File: config.mk
export PLATFORM = sky130hd
export DESIGN_NAME = proxy_v2_header_parser
export DESIGN_NICKNAME = d
export VERILOG_FILES = /design/src/hw/rtl/phv2_pkg.sv /design/src/hw/rtl/phv2_front.sv /design/src/hw/rtl/phv2_queue.sv /design/src/hw/rtl/phv2_back.sv /design/src/hw/rtl/proxy_v2_header_parser.sv
export SDC_FILE = /design/constraint.sdc
export NUM_CORES = 2
export LEC_CHECK = 0
export ABC_AREA = 1
export BUFFER_PORTS_ARGS = -buffer_cell sky130_fd_sc_hd__buf_2
export CORE_MARGIN = 10
export CORE_UTILIZATION = 35
export DETAILED_ROUTE_END_ITERATION = 7
export PLACE_DENSITY_LB_ADDON = 0.12
export SLEW_MARGIN = 20
export SYNTH_ARGS = -nofsm -noshare
export SYNTH_HDL_FRONTEND = slang
export SYNTH_HIERARCHICAL = 1
export SYNTH_SLANG_ARGS = --single-unit
File: constraint.sdc
create_clock -name aclk -period 75.2 [get_ports aclk]
set_clock_uncertainty 0.2 [all_clocks]
set_input_delay 7.52 -clock aclk [delete_from_list [all_inputs] [get_ports aclk]]
set_output_delay 7.52 -clock aclk [all_outputs]
set_load 0.02 [all_outputs]
File: src/hw/rtl/phv2_pkg.sv
// Shared types, constants and status codes for the PROXY v2 header parser.
`timescale 1ns / 1ps
`default_nettype none
package phv2_pkg;

    localparam int unsigned CountWidth = 17;
    localparam logic [16:0] CountMax = 17'h1FFFF;
    localparam logic [16:0] MaxTotalReset = 17'd65551;
    localparam logic [7:0]  IdTypeReset = 8'd224;
    localparam int unsigned QueueDepth = 2;
    localparam int unsigned TdataOutWidth = 104;

    // Configuration register indexes.
    localparam logic [1:0] CFG_MAX_TOTAL = 2'd0;
    localparam logic [1:0] CFG_ALLOW_ID  = 2'd1;
    localparam logic [1:0] CFG_ID_TYPE   = 2'd2;

    // Status codes in check order; ID_DUP/ID_INVALID are checked before TLV_HDR/VALUE.
    localparam logic [3:0] ST_OK          = 4'd0;
    localparam logic [3:0] ST_SHORT       = 4'd1;
    localparam logic [3:0] ST_SIGNATURE   = 4'd2;
    localparam logic [3:0] ST_VERSION     = 4'd3;
    localparam logic [3:0] ST_TOO_LONG    = 4'd4;
    localparam logic [3:0] ST_LENGTH      = 4'd5;
    localparam logic [3:0] ST_COMMAND     = 4'd6;
    localparam logic [3:0] ST_FAMILY      = 4'd7;
    localparam logic [3:0] ST_ADDR_TRUNC  = 4'd8;
    localparam logic [3:0] ST_TLV_HDR     = 4'd9;
    localparam logic [3:0] ST_TLV_VALUE   = 4'd10;
    localparam logic [3:0] ST_ID_DUP      = 4'd11;
    localparam logic [3:0] ST_ID_INVALID  = 4'd12;
    localparam logic [3:0] ST_NO_ID       = 4'd13;
    localparam logic [3:0] ST_ID_NOT_UNSP = 4'd14;

    // Family bytes and kinds.
    localparam logic [7:0] FAM_UNSPEC = 8'h00;
    localparam logic [7:0] FAM_TCP4   = 8'h11;
    localparam logic [7:0] FAM_TCP6   = 8'h21;
    localparam logic [1:0] KIND_UNSPEC = 2'd0;
    localparam logic [1:0] KIND_TCP4   = 2'd1;
    localparam logic [1:0] KIND_TCP6   = 2'd2;

    // TLV walk phases.
    localparam logic [1:0] TLV_TYPE  = 2'd0;
    localparam logic [1:0] TLV_LEN_H = 2'd1;
    localparam logic [1:0] TLV_LEN_L = 2'd2;
    localparam logic [1:0] TLV_VALUE = 2'd3;

    // One finished preamble, ready to be turned into result transfers.
    typedef struct packed {
        logic [3:0]       status;
        logic [1:0]       family_kind;
        logic             has_identity;
        logic [15:0]      src_port;
        logic [15:0]      dest_port;
        logic [7:0][63:0] words;
    } phv2_summary_t;

    // Fixed signature bytes.
    function automatic logic [7:0] sig_byte(input logic [3:0] idx);
        logic [7:0] r;
        case (idx)
            4'd0, 4'd2:               r = 8'h0d;
            4'd1, 4'd3, 4'd6, 4'd11:  r = 8'h0a;
            4'd4:                     r = 8'h00;
            4'd5:                     r = 8'h0d;
            4'd7:                     r = 8'h51;
            4'd8:                     r = 8'h55;
            4'd9:                     r = 8'h49;
            4'd10:                    r = 8'h54;
            default:                  r = 8'h00;
        endcase
        return r;
    endfunction

    // Address block length for a family byte.
    function automatic logic [5:0] addr_len(input logic [7:0] fam);
        logic [5:0] r;
        if (fam == FAM_TCP4) begin
            r = 6'd12;
        end else if (fam == FAM_TCP6) begin
            r = 6'd36;
        end else begin
            r = 6'd0;
        end
        return r;
    endfunction

endpackage
`default_nettype wire

File: src/hw/rtl/phv2_front.sv
// Byte parser: checks the header, captures fields, walks TLVs, builds a summary.
`timescale 1ns / 1ps
`default_nettype none
module phv2_front (
    input  wire                   aclk,
    input  wire                   aresetn,
    input  wire                   byte_accept,
    input  wire [7:0]             data_byte,
    input  wire                   end_of_preamble,
    input  wire [16:0]            max_total_bytes,
    input  wire                   allow_identity,
    input  wire [7:0]             identity_tlv_type,
    output logic                  push,
    output phv2_pkg::phv2_summary_t push_data
);
    import phv2_pkg::*;

    logic [16:0] cnt_reg, cnt_next;
    logic [16:0] exp_reg, exp_next;
    logic [3:0]  herr_reg, herr_next;
    logic [7:0]  cmd_reg, cmd_next;
    logic [7:0]  fam_reg, fam_next;
    logic [1:0][63:0] src_reg, src_next;
    logic [1:0][63:0] dst_reg, dst_next;
    logic [1:0][15:0] port_reg, port_next;
    logic [1:0]  phase_reg, phase_next;
    logic [7:0]  kind_reg, kind_next;
    logic [15:0] rem_reg, rem_next;
    logic [3:0]  terr_reg, terr_next;
    logic        seen_reg, seen_next;
    logic [3:0][63:0] idw_reg, idw_next;
    logic        len33_reg, len33_next;
    logic        ver_reg, ver_next;

    logic [16:0] q;
    logic [5:0]  alen;
    logic [5:0]  off;
    logic [5:0]  offm1;
    logic        do_finish;
    logic [3:0]  st;
    logic [1:0]  fk;

    // Next-state logic for one accepted byte.
    always_comb begin
        cnt_next = cnt_reg;   exp_next = exp_reg;   herr_next = herr_reg;
        cmd_next = cmd_reg;   fam_next = fam_reg;   src_next = src_reg;
        dst_next = dst_reg;   port_next = port_reg; phase_next = phase_reg;
        kind_next = kind_reg; rem_next = rem_reg;   terr_next = terr_reg;
        seen_next = seen_reg; idw_next = idw_reg;   len33_next = len33_reg;
        ver_next = ver_reg;
        q = cnt_reg - 17'd16;
        alen = addr_len(fam_reg);
        off = 6'd0;
        offm1 = 6'd0;
        do_finish = 1'b0;
        st = ST_OK;
        fk = KIND_UNSPEC;
        push = 1'b0;
        push_data = '0;
        if (byte_accept) begin
            if (cnt_reg < 17'd12) begin
                if (data_byte != sig_byte(cnt_reg[3:0]) && herr_reg == ST_OK) begin
                    herr_next = ST_SIGNATURE;
                end
            end else if (cnt_reg == 17'd12) begin
                cmd_next = data_byte;
                if (data_byte[7:4] != 4'h2 && herr_reg == ST_OK) begin
                    herr_next = ST_VERSION;
                end
            end else if (cnt_reg == 17'd13) begin
                fam_next = data_byte;
            end else if (cnt_reg == 17'd14) begin
                exp_next = {1'b0, data_byte, 8'h00};
            end else if (cnt_reg == 17'd15) begin
                exp_next = 17'd16 + {1'b0, exp_reg[15:8], data_byte};
            end else if (cnt_reg != CountMax) begin
                if (q < {11'd0, alen}) begin
                    // Address block capture.
                    if (fam_reg == FAM_TCP4) begin
                        if (q[5:0] < 6'd4) begin
                            src_next[0] = {src_reg[0][55:0], data_byte};
                        end else if (q[5:0] < 6'd8) begin
                            dst_next[0] = {dst_reg[0][55:0], data_byte};
                        end else if (q[5:0] < 6'd10) begin
                            port_next[0] = {port_reg[0][7:0], data_byte};
                        end else begin
                            port_next[1] = {port_reg[1][7:0], data_byte};
                        end
                    end else begin
                        if (q[5:0] < 6'd16) begin
                            src_next[q[3]] = {src_reg[q[3]][55:0], data_byte};
                        end else if (q[5:0] < 6'd32) begin
                            dst_next[q[3]] = {dst_reg[q[3]][55:0], data_byte};
                        end else if (q[5:0] < 6'd34) begin
                            port_next[0] = {port_reg[0][7:0], data_byte};
                        end else begin
                            port_next[1] = {port_reg[1][7:0], data_byte};
                        end
                    end
                end else begin
                    // TLV walk.
                    unique case (phase_reg)
                        TLV_TYPE: begin
                            kind_next = data_byte;
                            phase_next = TLV_LEN_H;
                        end
                        TLV_LEN_H: begin
                            rem_next = {data_byte, 8'h00};
                            phase_next = TLV_LEN_L;
                        end
                        TLV_LEN_L: begin
                            rem_next = {rem_reg[15:8], data_byte};
                            len33_next = (rem_next == 16'd33);
                            ver_next = 1'b0;
                            if (rem_next == 16'd0) begin
                                do_finish = 1'b1;
                            end else begin
                                phase_next = TLV_VALUE;
                            end
                        end
                        default: begin
                            if (len33_reg && kind_reg == identity_tlv_type
                                && rem_reg <= 16'd33) begin
                                off = 6'd33 - rem_reg[5:0];
                                offm1 = off - 6'd1;
                                if (off == 6'd0) begin
                                    ver_next = (data_byte == 8'd1);
                                end else begin
                                    idw_next[offm1[4:3]] =
                                        {idw_reg[offm1[4:3]][55:0], data_byte};
                                end
                            end
                            rem_next = rem_reg - 16'd1;
                            if (rem_next == 16'd0) begin
                                do_finish = 1'b1;
                            end
                        end
                    endcase
                    if (do_finish) begin
                        if (terr_next == ST_OK && kind_next == identity_tlv_type
                            && allow_identity) begin
                            if (seen_next) begin
                                terr_next = ST_ID_DUP;
                            end else if (!(len33_next && ver_next)) begin
                                terr_next = ST_ID_INVALID;
                            end else begin
                                seen_next = 1'b1;
                            end
                        end
                        phase_next = TLV_TYPE;
                    end
                end
            end
            if (cnt_reg != CountMax) begin
                cnt_next = cnt_reg + 17'd1;
            end

            // Final verdict on the last byte.
            if (end_of_preamble) begin
                if (cnt_next < 17'd16) begin
                    st = ST_SHORT;
                end else if (herr_next != ST_OK) begin
                    st = herr_next;
                end else if (exp_next > max_total_bytes) begin
                    st = ST_TOO_LONG;
                end else if (cnt_next != exp_next) begin
                    st = ST_LENGTH;
                end else if (cmd_next[3:0] != 4'h1) begin
                    st = ST_COMMAND;
                end else if (!((fam_next == FAM_UNSPEC && allow_identity)
                               || fam_next == FAM_TCP4 || fam_next == FAM_TCP6)) begin
                    st = ST_FAMILY;
                end else if ((cnt_next - 17'd16) < {11'd0, addr_len(fam_next)}) begin
                    st = ST_ADDR_TRUNC;
                end else if (terr_next != ST_OK) begin
                    st = terr_next;
                end else if (phase_next == TLV_LEN_H || phase_next == TLV_LEN_L) begin
                    st = ST_TLV_HDR;
                end else if (phase_next == TLV_VALUE) begin
                    st = ST_TLV_VALUE;
                end else if (fam_next == FAM_UNSPEC && !seen_next) begin
                    st = ST_NO_ID;
                end else if (seen_next && fam_next != FAM_UNSPEC) begin
                    st = ST_ID_NOT_UNSP;
                end
                fk = (fam_next == FAM_TCP4) ? KIND_TCP4 :
                     (fam_next == FAM_TCP6) ? KIND_TCP6 : KIND_UNSPEC;
                push = 1'b1;
                push_data.status = st;
                if (st == ST_OK) begin
                    push_data.family_kind = fk;
                    push_data.has_identity = seen_next;
                    if (fk != KIND_UNSPEC) begin
                        push_data.src_port = port_next[0];
                        push_data.dest_port = port_next[1];
                        push_data.words[0] = src_next[0];
                        push_data.words[1] = src_next[1];
                        push_data.words[2] = dst_next[0];
                        push_data.words[3] = dst_next[1];
                    end
                    if (seen_next) begin
                        push_data.words[4] = idw_next[0];
                        push_data.words[5] = idw_next[1];
                        push_data.words[6] = idw_next[2];
                        push_data.words[7] = idw_next[3];
                    end
                end
                // Clear run state for the next preamble.
                cnt_next = '0;  exp_next = '0;  herr_next = ST_OK;
                cmd_next = '0;  fam_next = '0;  src_next = '0;
                dst_next = '0;  port_next = '0; phase_next = TLV_TYPE;
                kind_next = '0; rem_next = '0;  terr_next = ST_OK;
                seen_next = 1'b0; idw_next = '0; len33_next = 1'b0;
                ver_next = 1'b0;
            end
        end
    end

    // Run state registers.
    always_ff @(posedge aclk) begin
        if (!aresetn) begin
            cnt_reg <= '0;  exp_reg <= '0;  herr_reg <= ST_OK;
            cmd_reg <= '0;  fam_reg <= '0;  src_reg <= '0;
            dst_reg <= '0;  port_reg <= '0; phase_reg <= TLV_TYPE;
            kind_reg <= '0; rem_reg <= '0;  terr_reg <= ST_OK;
            seen_reg <= 1'b0; idw_reg <= '0; len33_reg <= 1'b0;
            ver_reg <= 1'b0;
        end else begin
            cnt_reg <= cnt_next;   exp_reg <= exp_next;   herr_reg <= herr_next;
            cmd_reg <= cmd_next;   fam_reg <= fam_next;   src_reg <= src_next;
            dst_reg <= dst_next;   port_reg <= port_next; phase_reg <= phase_next;
            kind_reg <= kind_next; rem_reg <= rem_next;   terr_reg <= terr_next;
            seen_reg <= seen_next; idw_reg <= idw_next;   len33_reg <= len33_next;
            ver_reg <= ver_next;
        end
    end

endmodule
`default_nettype wire

File: src/hw/rtl/phv2_queue.sv
// Two-entry summary queue between the parser and the result emitter.
`timescale 1ns / 1ps
`default_nettype none
module phv2_queue (
    input  wire                     aclk,
    input  wire                     aresetn,
    input  wire                     push,
    input  phv2_pkg::phv2_summary_t push_data,
    input  wire                     pop,
    output phv2_pkg::phv2_summary_t head,
    output logic                    empty,
    output logic                    full
);
    import phv2_pkg::*;

    phv2_summary_t entry_reg [QueueDepth];
    logic          wr_ptr_reg, rd_ptr_reg;
    logic [1:0]    count_reg;

    assign empty = (count_reg == 2'd0);
    assign full  = (count_reg == 2'd2);
    assign head  = entry_reg[rd_ptr_reg];

    // Entry storage.
    always_ff @(posedge aclk) begin
        if (push) begin
            entry_reg[wr_ptr_reg] <= push_data;
        end
    end

    // Pointers and fill count.
    always_ff @(posedge aclk) begin
        if (!aresetn) begin
            wr_ptr_reg <= 1'b0;
            rd_ptr_reg <= 1'b0;
            count_reg <= 2'd0;
        end else begin
            if (push) begin
                wr_ptr_reg <= ~wr_ptr_reg;
            end
            if (pop) begin
                rd_ptr_reg <= ~rd_ptr_reg;
            end
            count_reg <= count_reg + {1'b0, push} - {1'b0, pop};
        end
    end

endmodule
`default_nettype wire

File: src/hw/rtl/phv2_back.sv
// Result emitter: turns a summary into one error transfer or eight word transfers.
`timescale 1ns / 1ps
`default_nettype none
module phv2_back (
    input  wire                     aclk,
    input  wire                     aresetn,
    input  phv2_pkg::phv2_summary_t head,
    input  wire                     empty,
    output logic                    pop,
    output logic                    m_axis_tvalid,
    input  wire                     m_axis_tready,
    output logic [103:0]            m_axis_tdata,
    output logic [2:0]              m_axis_tuser,
    output logic                    m_axis_tlast
);
    import phv2_pkg::*;

    logic [2:0]   k_reg;
    logic         valid_reg;
    logic [103:0] data_reg;
    logic [2:0]   user_reg;
    logic         last_reg;
    logic         load;
    logic         final_word;

    assign load = !empty && (!valid_reg || m_axis_tready);
    assign final_word = (head.status != ST_OK) || (k_reg == 3'd7);
    assign pop = load && final_word;

    assign m_axis_tvalid = valid_reg;
    assign m_axis_tdata  = data_reg;
    assign m_axis_tuser  = user_reg;
    assign m_axis_tlast  = last_reg;

    // Output register and word counter.
    always_ff @(posedge aclk) begin
        if (!aresetn) begin
            valid_reg <= 1'b0;
            k_reg <= 3'd0;
        end else begin
            if (load) begin
                valid_reg <= 1'b1;
                k_reg <= final_word ? 3'd0 : k_reg + 3'd1;
            end else if (m_axis_tready) begin
                valid_reg <= 1'b0;
            end
        end
    end

    always_ff @(posedge aclk) begin
        if (load) begin
            data_reg <= {1'b0, head.words[k_reg], head.dest_port, head.src_port,
                         head.has_identity, head.family_kind, head.status};
            user_reg <= k_reg;
            last_reg <= final_word;
        end
    end

endmodule
`default_nettype wire

File: src/hw/rtl/proxy_v2_header_parser.sv
// PROXY v2 header parser top: one byte per cycle in; a result is queued, then registered
// at the output when the emitter is idle. An error gives one transfer, a good preamble
// eight on consecutive cycles while m_axis_tready is high. Input stalls only while the
// two-entry summary queue is full: output held off, or tiny rejected preambles during a
// good result. Reset (aresetn low, synchronous) clears run state, queue and output;
// config returns to max_total_bytes 65551, allow_identity 0, identity_tlv_type 224.
`timescale 1ns / 1ps
`default_nettype none
module proxy_v2_header_parser (
    input  wire         aclk,
    input  wire         aresetn,
    input  wire         s_axis_tvalid,
    output logic        s_axis_tready,
    input  wire [7:0]   s_axis_tdata,   // data_byte
    input  wire         s_axis_tlast,   // end_of_preamble
    output logic        m_axis_tvalid,
    input  wire         m_axis_tready,
    // status[3:0], family_kind[5:4], has_identity[6], src_port[22:7],
    // dest_port[38:23], word[102:39], zero pad[103]
    output logic [103:0] m_axis_tdata,
    output logic [2:0]  m_axis_tuser,   // word_index
    output logic        m_axis_tlast,   // last
    input  wire         cfg_valid,
    output logic        cfg_ready,
    input  wire [1:0]   cfg_index,
    input  wire [16:0]  cfg_data
);
    import phv2_pkg::*;

    logic [16:0]   max_total_reg;
    logic          allow_id_reg;
    logic [7:0]    id_type_reg;
    logic          push, pop, q_empty, q_full, byte_accept;
    phv2_summary_t push_data, head;

    assign cfg_ready = 1'b1;
    assign s_axis_tready = !q_full;
    assign byte_accept = s_axis_tvalid && s_axis_tready;

    // Configuration registers.
    always_ff @(posedge aclk) begin
        if (!aresetn) begin
            max_total_reg <= MaxTotalReset;
            allow_id_reg <= 1'b0;
            id_type_reg <= IdTypeReset;
        end else if (cfg_valid && cfg_ready) begin
            unique case (cfg_index)
                CFG_MAX_TOTAL: max_total_reg <= cfg_data;
                CFG_ALLOW_ID:  allow_id_reg <= cfg_data[0];
                CFG_ID_TYPE:   id_type_reg <= cfg_data[7:0];
                default: ;
            endcase
        end
    end

    phv2_front u_front (
        .aclk(aclk), .aresetn(aresetn), .byte_accept(byte_accept),
        .data_byte(s_axis_tdata), .end_of_preamble(s_axis_tlast),
        .max_total_bytes(max_total_reg), .allow_identity(allow_id_reg),
        .identity_tlv_type(id_type_reg), .push(push), .push_data(push_data)
    );

    phv2_queue u_queue (
        .aclk(aclk), .aresetn(aresetn), .push(push), .push_data(push_data),
        .pop(pop), .head(head), .empty(q_empty), .full(q_full)
    );

    phv2_back u_back (
        .aclk(aclk), .aresetn(aresetn), .head(head), .empty(q_empty), .pop(pop),
        .m_axis_tvalid(m_axis_tvalid), .m_axis_tready(m_axis_tready),
        .m_axis_tdata(m_axis_tdata), .m_axis_tuser(m_axis_tuser),
        .m_axis_tlast(m_axis_tlast)
    );

    // An error result is a single, final transfer at index zero with a zero word.
    assert property (@(posedge aclk) disable iff (!aresetn)
        m_axis_tvalid && m_axis_tdata[3:0] != ST_OK |->
            m_axis_tlast && m_axis_tuser == 3'd0 && m_axis_tdata[102:39] == 64'd0)
        else $error("error result not single final transfer");

    // A good result ends exactly at word seven.
    assert property (@(posedge aclk) disable iff (!aresetn)
        m_axis_tvalid && m_axis_tdata[3:0] == ST_OK |->
            m_axis_tlast == (m_axis_tuser == 3'd7))
        else $error("good result last flag misplaced");

    // Good results step through the word indexes in order.
    assert property (@(posedge aclk) disable iff (!aresetn)
        m_axis_tvalid && m_axis_tready && !m_axis_tlast ##1 m_axis_tvalid |->
            m_axis_tuser == $past(m_axis_tuser) + 3'd1)
        else $error("word index skipped");

endmodule
`default_nettype wire
==> impl_results.md <==
* Antenna violations before repair at 10
* CP required at 75.57 ns
* Placed cell areas at 98600 sq um
* Power Total at 3.08 mW
* Via density at 5.17
* Critical Path AT at 13.93 ns
* Status: complete, no violations
* Final worst-path cycle share at 0.180
* Fillers at 27.4k
* Synth cell types at 65
* Clk slew on worst S/H paths at 0.06 ns
* CTS Buf Count at 218
* Commonest non-fill, non-tap cell in the layout: nand2_1
* CTS Buffer Depth at 3
* Asr flop ratio synth at 0
* Worst slew margin at 0.166
* DR pass1 iterations at 8
* Area leader, netlist: edfxtp_1
* Setup_tns at 0 ns
* First-pass GRT wire length at 480 mm
* Met3 wire len at 16.4 mm
* RD Place Congestion at 0.889
* Number of global-route vias before repair at 73.7k
* #FFs+latches synth at 1877
* DR WL/cell at 22.1 um
* M1 wire length at 147 mm
* H-tree levels at 4
* CP top delay family: buffers and inverters
* Most used cell, CP: nand2_1
* Rows at 192
* Inst Count DP at 14.2k
* Worst R2R Path Depth at 29
* Ports at 144
* CTS tree: yes
* Area grow syn2layout at 10.2%
* Peak VDD IR at 0.0000248 V
* DRT iter0 DRCs at 6620
* Hold path cells at 2
* Layout cells sized above 1 at 0.112
* Setup WS pre-CTS at 60.73 ns
* Nets at 10.9k
* Final hold vios at 0
* Initial Util at 0.351
* CP cell instances: buf_2 -> inv_1 -> ha_1 -> inv_1 -> nand4_1 -> nand2_1 -> o21ai_0 -> ha_1 -> nand2_1 -> nor2_1 -> o21ai_0 -> o211ai_1 -> nand2_1 -> o211ai_1 -> nand2_1 -> nand4_1 -> nor2_1 -> nand3_1 -> a21oi_1 -> nor2_2 -> nand2_4 -> buf_4 -> buf_4 -> nor2_1
* DIE AREA at 295000 sq um
* Final std cells w/o fill at 14.6k
* Gate count of the mapped netlist at 11.1k
* Final Critical Period at 13.56 ns
* Actual transition at the worst max-transition pin at 1.25 ns
* CP Depth at 24
* Setup slack, reg-to-reg at 66.82 ns
* Worst-path maximum fanout at 65
* Resized cells post-CTS at 0
* Root Driver: clkbuf_16
* Worst-Skew Late Latency at 0.87 ns
* Total gr overflow at 0
* Fin util at 0.387
* Max Transition Viols Final at 0
* Die H at 543 um
* EDFF count, synth at 1209
* Hpwl dp at 191 mm
* Leakage at 38.7 nW
* Detailed Route WL at 323 mm
* Most frequent cells in the layout: nand2_1, inv_1, edfxtp_1, a21oi_1, nor2_1
* Metal2 WL at 152 mm
* Die W at 543 um
* Setup ws final at 61.64 ns
* Post-CTS setup buffer count at 0
* CTS Hold Buffers Added at 0
* Hold WC Path Type: flop to flop
* Endpoint type of the worst setup path: flop
* Critical path class: input port to flop
* Synthesized cell area at 95900 sq um
* Clock Sinks at 1877
* Multi-input gate area at 37900 sq um
* Max_cap viols at 0
* Syn Nets at 11.1k
* Pin count of the biggest net entering global routing at 164
* CP max stage delay at 0.84 ns
* Max FFs per register at 1102
* Area share of the largest cell type after synthesis at 0.379
* Worst path slowest cell: buf_4
* CP Launch Type: input port
* Critical path buffer and inverter count at 5
* Worst hold slack at 0.262 ns
* Core box area at 273000 sq um
* # setup viols final at 0
* Overall routing resource usage at 0.211
* Max Used Layer: met4
* Power Dens Cells at 29.2 nW/um^2
* Vias at 75.6k
* Drc violations at 0
* Detail Route Antenna Nets at 0
* FF+latch area at 49700 sq um
* Average size of a mapped cell at 8.67 sq um
* Seq/Total Area, Yosys at 0.518
* Fin area at 106000 sq um
* Ranking of synthesized cells by area: edfxtp_1, dfxtp_1, nand2_1
* Most used flip-flop cell after synthesis: edfxtp_1
* Ys Warns at 6
* Unrepaired setup endpoints after global routing: false
* IO Port Bufs at 141
* Fmax at 0.0738 GHz
[per-layer routing]
layer | up-vias | track usage
met5 | - | 0
met4 | 0 | 0.0551
met3 | 472 | 0.0239
met2 | 2259 | 0.353
met1 | 37000 | 0.290
li1 | 35800 | -
[cells in the mapped netlist, types with 7 or more instances]
library cell  count
nand2_1        3213
inv_1          1273
edfxtp_1       1209
a21oi_1         831
nor2_1          775
dfxtp_1         668
o21ai_0         558
nand3_1         529
clkbuf_1        437
mux2_2          284
mux2_1          200
mux2_4          190
buf_2           131
nor2_2          104
a32o_1           87
buf_6            68
ha_1             54
nor3_1           54
nand4_1          42
buf_1            35
o22ai_1          35
a2bb2oi_1        34
xor2_1           28
buf_4            27
a22oi_1          26
or2_2            20
o211ai_1         14
buf_12           11
o21a_1           10
a211oi_1          9
o221ai_1          9
clkinv_1          7
inv_2             7
xnor2_1           7
[cells by family after synthesis]
logic type      after synthesis  synth area share
simple gates               4772             0.201
xor+xnor                     35           0.00320
mux                         679            0.0871
buf+inv                    2000            0.0887
other cells                   2         0.0000783
flops                      1877             0.518
fa+ha+maj                    54           0.00705
compound gates             1642            0.0948
[area by class of cell]
class,instances,area share
multi-input combinational,7184,0.359
sequential,1877,0.471
tap,3589,0.0425
inverter,1288,0.0462
timing repair buffer,265,0.0163
clock buffer,319,0.0578
antenna,3,0.0000711
clock inverter,93,0.00783
[tightest hold or removal path, cell delays in order (launching register included)]
cell and delay (ns):
dfxtp_1 0.32, nand2_1 0.05, nand3_1 0.05
[path summary, 6_finish.rpt]
check / from / end
setup reg to reg: u_front/fam_reg[1] / u_queue/entry_reg[0][113]
hold reg to reg: max_total_reg[1] / max_total_reg[1]
hold / removal: max_total_reg[1] / max_total_reg[1]
setup / recovery: s_axis_tdata[4] / u_queue/entry_reg[0][113]
[where the power goes]
group / switching [mW] / total [mW] / internal, mW
Sequential: 0.0275 / 1.21 / 1.18
Clock: 0.442 / 1.04 / 0.596
Combinational: 0.592 / 0.837 / 0.245
(Power assumes the default switching activity.)
